**src/rtl/core/lcsr_pkg.sv**
```systemverilog
// Shared types, constants and helpers for the character LCD shadow refresh block.
// Used by lcsr_store, lcsr_fmt, lcsr_seq and char_lcd_shadow_refresh; depends on nothing.
package lcsr_pkg;

	localparam int LINE_CELLS = 16;
	localparam int LINE_COUNT = 2;
	localparam int DEPTH      = LINE_CELLS * LINE_COUNT;
	localparam int ADDR_W     = $clog2(DEPTH);
	localparam int INIT_LEN   = 6;
	localparam int STEP_W     = 3;

	// item modes
	localparam logic [1:0] MODE_WRITE  = 2'd0;
	localparam logic [1:0] MODE_CLEAR  = 2'd1;
	localparam logic [1:0] MODE_COMMIT = 2'd2;
	localparam logic [1:0] MODE_INIT   = 2'd3;

	// configuration register indexes
	localparam logic [1:0] REG_BACKLIGHT  = 2'd0;
	localparam logic [1:0] REG_DISPLAY_ON = 2'd1;
	localparam logic [1:0] REG_CLEAR      = 2'd2;

	localparam logic [7:0] DISPLAY_ON_RST = 8'h0c;
	localparam logic [7:0] CLEAR_RST      = 8'h01;

	// LCD commands and characters
	localparam logic [7:0] CMD_WAKE0    = 8'h33;
	localparam logic [7:0] CMD_WAKE1    = 8'h32;
	localparam logic [7:0] CMD_FUNC_SET = 8'h28;
	localparam logic [7:0] CMD_ENTRY    = 8'h06;
	localparam logic [7:0] CMD_CURSOR   = 8'h80;
	localparam logic [7:0] CHAR_SPACE   = 8'h20;

	typedef struct packed {
		logic              fw_en;
		logic [ADDR_W-1:0] fw_addr;
		logic [7:0]        fw_data;
		logic              sw_en;
		logic [ADDR_W-1:0] sw_addr;
		logic [7:0]        sw_data;
		logic [ADDR_W-1:0] rd_addr;
	} store_req_t;

	typedef struct packed {
		logic              vld;
		logic              scan;
		logic              from_mem;
		logic [7:0]        cmd;
		logic              is_data;
		logic              last;
		logic              line;
		logic [ADDR_W-1:0] addr;
	} op_t;

	typedef struct packed {
		logic       en;
		logic [7:0] lcd_byte;
		logic       is_data;
		logic       last;
	} fmt_req_t;

	function automatic logic [7:0] init_cmd(input logic [STEP_W-1:0] step,
		input logic [7:0] disp_code, input logic [7:0] clr_code);
		logic [7:0] cmd;
		unique case (step)
			3'd0:    cmd = CMD_WAKE0;
			3'd1:    cmd = CMD_WAKE1;
			3'd2:    cmd = CMD_FUNC_SET;
			3'd3:    cmd = disp_code;
			3'd4:    cmd = CMD_ENTRY;
			default: cmd = clr_code;
		endcase
		return cmd;
	endfunction

	function automatic logic [ADDR_W-1:0] line_base(input logic line);
		return line ? ADDR_W'(LINE_CELLS) : '0;
	endfunction

endpackage

```
**src/rtl/core/char_lcd_shadow_refresh.sv**
```systemverilog
// Top level of the character LCD shadow refresh controller: config registers and wiring.
// Depends on lcsr_pkg, lcsr_store, lcsr_fmt and lcsr_seq.
//
// channel   direction  handshake                  payload
// command   in         start, accepted when !busy mode, row, column, char_code
// result    out        result_strobe, one cycle   exp_byte0..3, is_data, lcd_byte, last
// config    in         cfg_we                     cfg_index, cfg_data
//
// A write-cell transaction never raises busy. Clear holds busy while writing every store
// entry, one per cycle. Commit: a compare scan of all DEPTH entries, settle and pick,
// then 6 init results if init is pending, then 17 results per changed line, one per cycle;
// init alone gives 6. The single store read port sets the pace. busy drops as the final
// result shows. Reset clears the stores to zero through valid bits, so no clearing pass
// is needed. The receiver cannot stall: results are presented for one cycle each.
module char_lcd_shadow_refresh (
	input  logic       clk,
	input  logic       arst_n,
	input  logic       start,
	output logic       busy,
	input  logic [1:0] mode,
	input  logic       row,
	input  logic [3:0] column,
	input  logic [7:0] char_code,
	input  logic       cfg_we,
	input  logic [1:0] cfg_index,
	input  logic [7:0] cfg_data,
	output logic       result_strobe,
	output logic [7:0] exp_byte0,
	output logic [7:0] exp_byte1,
	output logic [7:0] exp_byte2,
	output logic [7:0] exp_byte3,
	output logic       is_data,
	output logic [7:0] lcd_byte,
	output logic       last
);

	logic                 backlight_q;
	logic [7:0]           disp_code_q;
	logic [7:0]           clr_code_q;
	logic [7:0]           frame_rd;
	logic [7:0]           shown_rd;
	lcsr_pkg::store_req_t store_req;
	lcsr_pkg::fmt_req_t   fmt_req;

	always_ff @(posedge clk or negedge arst_n) begin
		if (!arst_n) begin
			backlight_q <= 1'b1;
			disp_code_q <= lcsr_pkg::DISPLAY_ON_RST;
			clr_code_q  <= lcsr_pkg::CLEAR_RST;
		end else if (cfg_we) begin
			unique case (cfg_index)
				lcsr_pkg::REG_BACKLIGHT:  backlight_q <= cfg_data[0];
				lcsr_pkg::REG_DISPLAY_ON: disp_code_q <= cfg_data;
				lcsr_pkg::REG_CLEAR:      clr_code_q  <= cfg_data;
				default: begin
				end
			endcase
		end
	end

	lcsr_seq u_seq (
		.clk       (clk),
		.arst_n    (arst_n),
		.start     (start),
		.mode      (mode),
		.row       (row),
		.column    (column),
		.char_code (char_code),
		.disp_code (disp_code_q),
		.clr_code  (clr_code_q),
		.frame_rd  (frame_rd),
		.shown_rd  (shown_rd),
		.busy      (busy),
		.store_req (store_req),
		.fmt_req   (fmt_req)
	);

	lcsr_store u_store (
		.clk      (clk),
		.arst_n   (arst_n),
		.req      (store_req),
		.frame_rd (frame_rd),
		.shown_rd (shown_rd)
	);

	lcsr_fmt u_fmt (
		.clk           (clk),
		.arst_n        (arst_n),
		.backlight     (backlight_q),
		.req           (fmt_req),
		.result_strobe (result_strobe),
		.exp_byte0     (exp_byte0),
		.exp_byte1     (exp_byte1),
		.exp_byte2     (exp_byte2),
		.exp_byte3     (exp_byte3),
		.is_data       (is_data),
		.lcd_byte      (lcd_byte),
		.last          (last)
	);

`ifndef SYNTHESIS
	// a result is only produced while a transaction is in progress
	a_strobe_in_run: assert property (@(posedge clk) disable iff (!arst_n)
		result_strobe |-> $past(busy))
		else $error("result without a transaction in progress");

	// the final result of a run is never followed directly by another result
	a_last_ends_run: assert property (@(posedge clk) disable iff (!arst_n)
		(result_strobe && last) |=> !result_strobe)
		else $error("result right after the final result of a run");

	// character data always follows a cursor command or more data, back to back
	a_data_in_burst: assert property (@(posedge clk) disable iff (!arst_n)
		(result_strobe && is_data) |-> $past(result_strobe))
		else $error("data result not preceded by a result");
`endif

endmodule

```
**src/rtl/core/lcsr_store.sv**
```systemverilog
// Frame store and shown store: two memories with registered read and per-entry valid bits.
// Depends on lcsr_pkg.
module lcsr_store (
	input  logic                clk,
	input  logic                arst_n,
	input  lcsr_pkg::store_req_t req,
	output logic [7:0]          frame_rd,
	output logic [7:0]          shown_rd
);

	logic [7:0]                 fr_mem_q [lcsr_pkg::DEPTH];
	logic [7:0]                 sh_mem_q [lcsr_pkg::DEPTH];
	logic [lcsr_pkg::DEPTH-1:0] fr_vld_q;
	logic [lcsr_pkg::DEPTH-1:0] sh_vld_q;
	logic [7:0]                 fr_rd_q;
	logic [7:0]                 sh_rd_q;
	logic                       fr_ok_q;
	logic                       sh_ok_q;

	always_ff @(posedge clk) begin
		if (req.fw_en) begin
			fr_mem_q[req.fw_addr] <= req.fw_data;
		end
		if (req.sw_en) begin
			sh_mem_q[req.sw_addr] <= req.sw_data;
		end
		fr_rd_q <= fr_mem_q[req.rd_addr];
		sh_rd_q <= sh_mem_q[req.rd_addr];
	end

	// never-written entries read as zero, the reset contents
	always_ff @(posedge clk or negedge arst_n) begin
		if (!arst_n) begin
			fr_vld_q <= '0;
			sh_vld_q <= '0;
			fr_ok_q  <= 1'b0;
			sh_ok_q  <= 1'b0;
		end else begin
			if (req.fw_en) begin
				fr_vld_q[req.fw_addr] <= 1'b1;
			end
			if (req.sw_en) begin
				sh_vld_q[req.sw_addr] <= 1'b1;
			end
			fr_ok_q <= fr_vld_q[req.rd_addr];
			sh_ok_q <= sh_vld_q[req.rd_addr];
		end
	end

	assign frame_rd = fr_ok_q ? fr_rd_q : 8'h00;
	assign shown_rd = sh_ok_q ? sh_rd_q : 8'h00;

endmodule

```
**src/rtl/core/lcsr_fmt.sv**
```systemverilog
// Shared nibble formatter: splits one LCD byte into four expander bytes, registered result.
// Depends on lcsr_pkg.
module lcsr_fmt (
	input  logic               clk,
	input  logic               arst_n,
	input  logic               backlight,
	input  lcsr_pkg::fmt_req_t req,
	output logic               result_strobe,
	output logic [7:0]         exp_byte0,
	output logic [7:0]         exp_byte1,
	output logic [7:0]         exp_byte2,
	output logic [7:0]         exp_byte3,
	output logic               is_data,
	output logic [7:0]         lcd_byte,
	output logic               last
);

	logic       strobe_q;
	logic [7:0] b0_q;
	logic [7:0] b1_q;
	logic [7:0] b2_q;
	logic [7:0] b3_q;
	logic       is_data_q;
	logic [7:0] lcd_byte_q;
	logic       last_q;

	always_ff @(posedge clk or negedge arst_n) begin
		if (!arst_n) begin
			strobe_q <= 1'b0;
		end else begin
			strobe_q <= req.en;
		end
	end

	// expander byte: {nibble, backlight, enable, rw = 0, rs}
	always_ff @(posedge clk) begin
		if (req.en) begin
			b0_q       <= {req.lcd_byte[7:4], backlight, 1'b1, 1'b0, req.is_data};
			b1_q       <= {req.lcd_byte[7:4], backlight, 1'b0, 1'b0, req.is_data};
			b2_q       <= {req.lcd_byte[3:0], backlight, 1'b1, 1'b0, req.is_data};
			b3_q       <= {req.lcd_byte[3:0], backlight, 1'b0, 1'b0, req.is_data};
			is_data_q  <= req.is_data;
			lcd_byte_q <= req.lcd_byte;
			last_q     <= req.last;
		end
	end

	assign result_strobe = strobe_q;
	assign exp_byte0     = b0_q;
	assign exp_byte1     = b1_q;
	assign exp_byte2     = b2_q;
	assign exp_byte3     = b3_q;
	assign is_data       = is_data_q;
	assign lcd_byte      = lcd_byte_q;
	assign last          = last_q;

endmodule

```
**src/rtl/core/lcsr_seq.sv**
```systemverilog
// Sequencer: clear sweep, line compare scan, init sequence and line refresh, one op per cycle.
// Depends on lcsr_pkg; drives lcsr_store and lcsr_fmt.
module lcsr_seq (
	input  logic                 clk,
	input  logic                 arst_n,
	input  logic                 start,
	input  logic [1:0]           mode,
	input  logic                 row,
	input  logic [3:0]           column,
	input  logic [7:0]           char_code,
	input  logic [7:0]           disp_code,
	input  logic [7:0]           clr_code,
	input  logic [7:0]           frame_rd,
	input  logic [7:0]           shown_rd,
	output logic                 busy,
	output lcsr_pkg::store_req_t store_req,
	output lcsr_pkg::fmt_req_t   fmt_req
);

	localparam logic [2:0] ST_IDLE   = 3'd0;
	localparam logic [2:0] ST_CLR    = 3'd1;
	localparam logic [2:0] ST_SCAN   = 3'd2;
	localparam logic [2:0] ST_SETTLE = 3'd3;
	localparam logic [2:0] ST_PICK   = 3'd4;
	localparam logic [2:0] ST_INIT   = 3'd5;
	localparam logic [2:0] ST_CURS   = 3'd6;
	localparam logic [2:0] ST_DATA   = 3'd7;

	localparam int AW = lcsr_pkg::ADDR_W;

	logic [2:0]                      state_q, state_d;
	logic [AW-1:0]                   idx_q, idx_d;
	logic                            line_q, line_d;
	logic [lcsr_pkg::STEP_W-1:0]     step_q, step_d;
	logic                            lines_q, lines_d;
	logic                            init_done_q, init_d;
	logic [lcsr_pkg::LINE_COUNT-1:0] diff_q;
	lcsr_pkg::op_t                   op_s1, op_d;

	logic accept;
	logic wr_ok;
	logic diff_clr;
	logic clr_wr;
	logic any_diff;
	logic first_line;
	logic more_after;
	logic line_end;
	logic sweep_end;
	logic init_end;

	assign busy       = (state_q != ST_IDLE) || op_s1.vld;
	assign accept     = start && !busy;
	assign wr_ok      = (int'(row) < lcsr_pkg::LINE_COUNT) && (int'(column) < lcsr_pkg::LINE_CELLS);
	assign any_diff   = |diff_q;
	assign first_line = !diff_q[0];
	assign more_after = (lcsr_pkg::LINE_COUNT > 1) && !line_q && diff_q[lcsr_pkg::LINE_COUNT-1];
	assign line_end   = idx_q == (lcsr_pkg::line_base(line_q) + AW'(lcsr_pkg::LINE_CELLS - 1));
	assign sweep_end  = idx_q == AW'(lcsr_pkg::DEPTH - 1);
	assign init_end   = step_q == lcsr_pkg::STEP_W'(lcsr_pkg::INIT_LEN - 1);

	always_comb begin
		state_d  = state_q;
		idx_d    = idx_q;
		line_d   = line_q;
		step_d   = step_q;
		lines_d  = lines_q;
		init_d   = init_done_q;
		diff_clr = 1'b0;
		clr_wr   = 1'b0;
		op_d     = '0;
		unique case (state_q)
			ST_IDLE: begin
				if (accept) begin
					unique case (mode)
						lcsr_pkg::MODE_WRITE: begin
						end
						lcsr_pkg::MODE_CLEAR: begin
							state_d = ST_CLR;
							idx_d   = '0;
						end
						lcsr_pkg::MODE_COMMIT: begin
							state_d  = ST_SCAN;
							idx_d    = '0;
							diff_clr = 1'b1;
						end
						lcsr_pkg::MODE_INIT: begin
							if (!init_done_q) begin
								state_d = ST_INIT;
								step_d  = '0;
								lines_d = 1'b0;
								init_d  = 1'b1;
							end
						end
					endcase
				end
			end
			ST_CLR: begin
				clr_wr = 1'b1;
				idx_d  = idx_q + AW'(1);
				if (sweep_end) begin
					state_d = ST_IDLE;
				end
			end
			ST_SCAN: begin
				op_d.vld  = 1'b1;
				op_d.scan = 1'b1;
				op_d.addr = idx_q;
				op_d.line = int'(idx_q) >= lcsr_pkg::LINE_CELLS;
				idx_d     = idx_q + AW'(1);
				if (sweep_end) begin
					state_d = ST_SETTLE;
				end
			end
			ST_SETTLE: begin
				// last compare lands in diff_q this cycle
				state_d = ST_PICK;
			end
			ST_PICK: begin
				if (!init_done_q) begin
					state_d = ST_INIT;
					step_d  = '0;
					lines_d = 1'b1;
					init_d  = 1'b1;
				end else if (any_diff) begin
					state_d = ST_CURS;
					line_d  = first_line;
				end else begin
					state_d = ST_IDLE;
				end
			end
			ST_INIT: begin
				op_d.vld  = 1'b1;
				op_d.cmd  = lcsr_pkg::init_cmd(step_q, disp_code, clr_code);
				op_d.last = init_end && (!lines_q || !any_diff);
				step_d    = step_q + lcsr_pkg::STEP_W'(1);
				if (init_end) begin
					if (lines_q && any_diff) begin
						state_d = ST_CURS;
						line_d  = first_line;
					end else begin
						state_d = ST_IDLE;
					end
				end
			end
			ST_CURS: begin
				op_d.vld = 1'b1;
				op_d.cmd = lcsr_pkg::CMD_CURSOR | {1'b0, line_q, 6'b0};
				state_d  = ST_DATA;
				idx_d    = lcsr_pkg::line_base(line_q);
			end
			ST_DATA: begin
				op_d.vld      = 1'b1;
				op_d.from_mem = 1'b1;
				op_d.is_data  = 1'b1;
				op_d.addr     = idx_q;
				op_d.last     = line_end && !more_after;
				idx_d         = idx_q + AW'(1);
				if (line_end) begin
					if (more_after) begin
						state_d = ST_CURS;
						line_d  = 1'b1;
					end else begin
						state_d = ST_IDLE;
					end
				end
			end
		endcase
	end

	always_ff @(posedge clk or negedge arst_n) begin
		if (!arst_n) begin
			state_q     <= ST_IDLE;
			idx_q       <= '0;
			line_q      <= 1'b0;
			step_q      <= '0;
			lines_q     <= 1'b0;
			init_done_q <= 1'b0;
			op_s1       <= '0;
			diff_q      <= '0;
		end else begin
			state_q     <= state_d;
			idx_q       <= idx_d;
			line_q      <= line_d;
			step_q      <= step_d;
			lines_q     <= lines_d;
			init_done_q <= init_d;
			op_s1       <= op_d;
			if (diff_clr) begin
				diff_q <= '0;
			end else if (op_s1.vld && op_s1.scan && (frame_rd != shown_rd)) begin
				diff_q[op_s1.line] <= 1'b1;
			end
		end
	end

	// second stage: read data is back; copy frame cell into shown store as it goes out
	always_comb begin
		fmt_req.en       = op_s1.vld && !op_s1.scan;
		fmt_req.lcd_byte = op_s1.from_mem ? frame_rd : op_s1.cmd;
		fmt_req.is_data  = op_s1.is_data;
		fmt_req.last     = op_s1.last;

		store_req.rd_addr = idx_q;
		store_req.fw_en   = clr_wr || (accept && (mode == lcsr_pkg::MODE_WRITE) && wr_ok);
		store_req.fw_addr = clr_wr ? idx_q : (lcsr_pkg::line_base(row) + AW'(column));
		store_req.fw_data = clr_wr ? lcsr_pkg::CHAR_SPACE : char_code;
		store_req.sw_en   = clr_wr || (op_s1.vld && op_s1.from_mem);
		store_req.sw_addr = clr_wr ? idx_q : op_s1.addr;
		store_req.sw_data = clr_wr ? lcsr_pkg::CHAR_SPACE : frame_rd;
	end

endmodule

```
**config.mk**
```make
export PLATFORM = sky130hd
export DESIGN_NAME = char_lcd_shadow_refresh
export DESIGN_NICKNAME = d
export VERILOG_FILES = /design/src/rtl/core/lcsr_pkg.sv /design/src/rtl/core/char_lcd_shadow_refresh.sv /design/src/rtl/core/lcsr_store.sv /design/src/rtl/core/lcsr_fmt.sv /design/src/rtl/core/lcsr_seq.sv
export SDC_FILE = /design/constraint.sdc
export NUM_CORES = 1
export LEC_CHECK = 0
export BUFFER_PORTS_ARGS = -buffer_cell sky130_fd_sc_hd__buf_2
export CAP_MARGIN = 30
export CORE_AREA = 2 2 332 334
export DETAILED_ROUTE_END_ITERATION = 16
export DIE_AREA = 0 0 334 336
export SYNTH_ARGS = -nofsm -noshare
export SYNTH_HDL_FRONTEND = slang
export SYNTH_HIERARCHICAL = 1
export SYNTH_SLANG_ARGS = --single-unit
export TNS_END_PERCENT = 1
```
**constraint.sdc**
```tcl
create_clock -name clk -period 3.4 [get_ports clk]
set_input_delay 0.51 -clock clk [delete_from_list [all_inputs] [get_ports clk]]
set_output_delay 0.51 -clock clk [all_outputs]
set_load 0.01 [all_outputs]
```
==> metrics.txt <==
Max Clk Rate around 320 MHz; layout cells sized above 1 19.6%; Die W 334 microns; slew of the pin with the lowest slew margin 1120 ps; Die Area 112,000 sq um; DP HPWL approximately 40,000 microns; IO Port Bufs 64; gate count of the mapped netlist approximately 1,800; post-synth top area share 58.1%; GRT Overall Usage 11.1%; H-tree Lvls 3; Clock Path Buffers 3; synth cell count leaders edfxtp_1, mux2i_1, dfrtp_1; CP arrival 3350 ps; final hold viol count 0; Layout Nets 1,908; I/O pin cnt 73; Worst Setup SP u_seq/state_q[2]; final slew viol count 0; CTS tree yes; Routed Antenna Nets 0; routed via count 15,000; Clock transition at path regs 60 ps; die height 336 microns; Crit. End Element flip-flop; R2R Path End u_store/fr_mem_q[8][1]; Yosys warning total 6; post-synthesis sequential area ratio 70.2%; Worst setup SP type flip-flop; Routed WL 63,000 microns; core area 108,000 sq um; MaxCap Viol Count 0; CP endpoint u_store/fr_mem_q[8][1]; GP Congestion 0.866; Setup Crit Path Kind flip-flop to flip-flop; sequential cell area ~19,000 sq um; Clock Latency Late Sink 610 ps; total power 25.0 mW; Crit Path Max Fanout 13; RR Startpoint u_seq/state_q[2]; Setup TNS 0 ps; slew margin rel. around 26%; R2R setup slack about 290 ps; total gr overflow 0; status finished clean; vias per std cell 4.51; number of buffers created by CTS 68; Post-Synthesis Cell Area between 20,000 and 30,000 sq um; fin crit period 3110 ps; DR iter-0 viols 1,266; Routed WL per cell about 19 microns; ant diodes 0; final worst path period share 91.6%; final std cells w/o fill between 3,000 and 4,000; Placed Instances 3,211; Multi-input gate area 7160 sq um; Place WS about 340 ps; Top FF cell, synth edfxtp_1; setup ws final 287 ps; fin util 28.8%; Area contributors post-synth edfxtp_1, mux2i_1, dfrtp_1; DRC 0; count of final setup violators 0; unique cell type count in the Yosys netlist 63; area grow syn2layout 15.6%; CTS Root Cell clkbuf_16; number of fill cells in the layout 10,800; largest net degree at the start of global routing 145; clk_skew 21.8 ps; Hold/Removal Path Class input pin to flip-flop; FFs w/ async S/R, synth 18.0%; vias in the first global route 15,600; Seq cells post-synth about 660; Synth area leader edfxtp_1; VDD IR max 842 uV; worst reg2reg path depth 7; Avg Inst Size Synth about 15 sq um; First-pass DRT Iterations 5; Leak 11.7 nW; CTS sink count 657; most numerous cell in the Yosys netlist edfxtp_1; EDFF count, synth 523; initial antenna violation count 1; CP required around 3600 ps; num rows 121; power per unit of standard cell area around 800 nW/um^2; RSZ-0062 raised after global routing false; first-pass GRT wire length 95,500 microns; Initial Util between 20% and 30%
-- layer usage --
metal / share of wire [%] / vias up / GRT usage (%) / wire length [microns]
li1: - / 6857 / - / -
met4: 2.0 / 0 / 2.90 / 1230
met5: 0 / - / 0 / 0
met1: 44 / 7663 / 14.7 / 27600
met2: 49 / 435 / 18.7 / 30700
met3: 5.5 / 87 / 1.94 / 3440
-- how the worst min path moves through the flow --
stage | startpoint | to | slack [ps] | cells past startpoint
2_1_floorplan | arst_n | clr_code_q[1] | 210 | 0
3_3_place_gp | u_seq/fmt_req[0] | u_fmt/last | 400 | 0
3_5_place_dp | u_seq/fmt_req[0] | u_fmt/last | 400 | 0
4_1_cts | cfg_data[6] | clr_code_q[6] | 120 | 2
5_1_grt | cfg_data[6] | clr_code_q[6] | 130 | 2
6_report | cfg_data[6] | clr_code_q[6] | 150 | 2
-- report_power, final --
group	internal [mW]	switching, mW	total, mW
logic	2.74	4.72	7.46
clock network	4.27	3.04	7.31
registers	9.78	0.413	10.2
total	16.8	8.18	25.0
-- flip-flops by register name, indices dropped and copies added (netlist names), 3 cells and up --
register,cells
u_store/sh_vld_q,32
u_seq/idx_q,5
u_store/fr_vld_q,32
u_store/fr_mem_q,256
disp_code_q,8
u_store/sh_mem_q,256
u_store/sh_rd_q,8
u_seq/state_q,3
u_seq/step_q,3
u_fmt/lcd_byte,8
u_store/fr_rd_q,8
u_seq/op_s1,16
clr_code_q,8
-- layout by cell type, fill, tap and decap left out, types with 6 or more instances in the layout --
| cell type | synthesis | final |
|---|---|---|
| mux2_2 | 25 | 25 |
| nand2b_1 | 8 | 8 |
| clkbuf_8 | 0 | 9 |
| conb_1 | 2 | 8 |
| a211oi_1 | 6 | 6 |
| dfrtp_1 | 114 | 113 |
| nor2_1 | 86 | 86 |
| a31oi_1 | 25 | 25 |
| buf_4 | 41 | 89 |
| or2_2 | 58 | 58 |
| nor3_1 | 17 | 17 |
| a22o_1 | 38 | 38 |
| edfxtp_1 | 523 | 523 |
| nand2_1 | 79 | 79 |
| o21ai_0 | 11 | 11 |
| a21oi_1 | 48 | 48 |
| nor2b_1 | 9 | 7 |
| dfxtp_1 | 16 | 16 |
| nor3_2 | 10 | 10 |
| clkbuf_1 | 17 | 15 |
| or3b_2 | 6 | 6 |
| mux2i_1 | 289 | 289 |
| inv_1 | 13 | 13 |
| nand4_1 | 19 | 19 |
| ha_1 | 11 | 11 |
| clkinv_2 | 0 | 19 |
| or2_1 | 8 | 8 |
| nand3_1 | 43 | 43 |
| nand3b_1 | 11 | 11 |
| clkbuf_16 | 0 | 71 |
| buf_2 | 37 | 63 |
| a22oi_1 | 74 | 74 |
| and2_1 | 31 | 30 |
| xor2_1 | 8 | 8 |
-- what timing repair did --
item,4_1_cts,5_1_grt
hold buffers,1,0
hold endpoints to repair,54,0
setup buffers,0,0
gates resized for setup,0,0
endpoints found under the setup margin,0,0
-- per-stage QoR --
| step | hold WS [ps] | area (sq um) |
|---|---|---|
| after global placement | 404 | 29000 |
| after global routing | 127 | 31200 |
| final | 155 | 31200 |
| after floorplan | 214 | 27100 |
| after CTS | 122 | 31200 |
| after detailed placement | 404 | 29000 |
-- logic make-up (layout without fill, tap and decap cells) --
logic type,Yosys count,count (layout),synth area share (%)
flip-flops,657,657,70.2
AND/OR/NAND/NOR,402,402,7.87
multiplexers,314,314,11.7
AO/OA/AOI/OAI,225,225,5.85
buffers and inverters,138,297,3.46
adder cells (fa/ha/maj),11,11,0.509
XOR/XNOR,10,10,0.324
other,2,8,0.0278
-- worst max-delay path: stages (launching register included) --
cell and delay, ps:
dfrtp_1 470, inv_2 130, nand2b_1 520, buf_4 290, nand2_1 70, nand2_1 170
or3b_2 530, nor2_1 540
-- area by class of cell --
type | count | area share [%]
Tap cell | 1414 | 5.66
Multi-Input combinational cell | 970 | 22.9
Inverter | 14 | 0.168
Sequential cell | 657 | 60.8
Timing Repair Buffer | 157 | 3.41
Clock buffer | 95 | 6.26
Clock inverter | 31 | 0.817
Note: power is estimated with default switching activity, not from simulation.
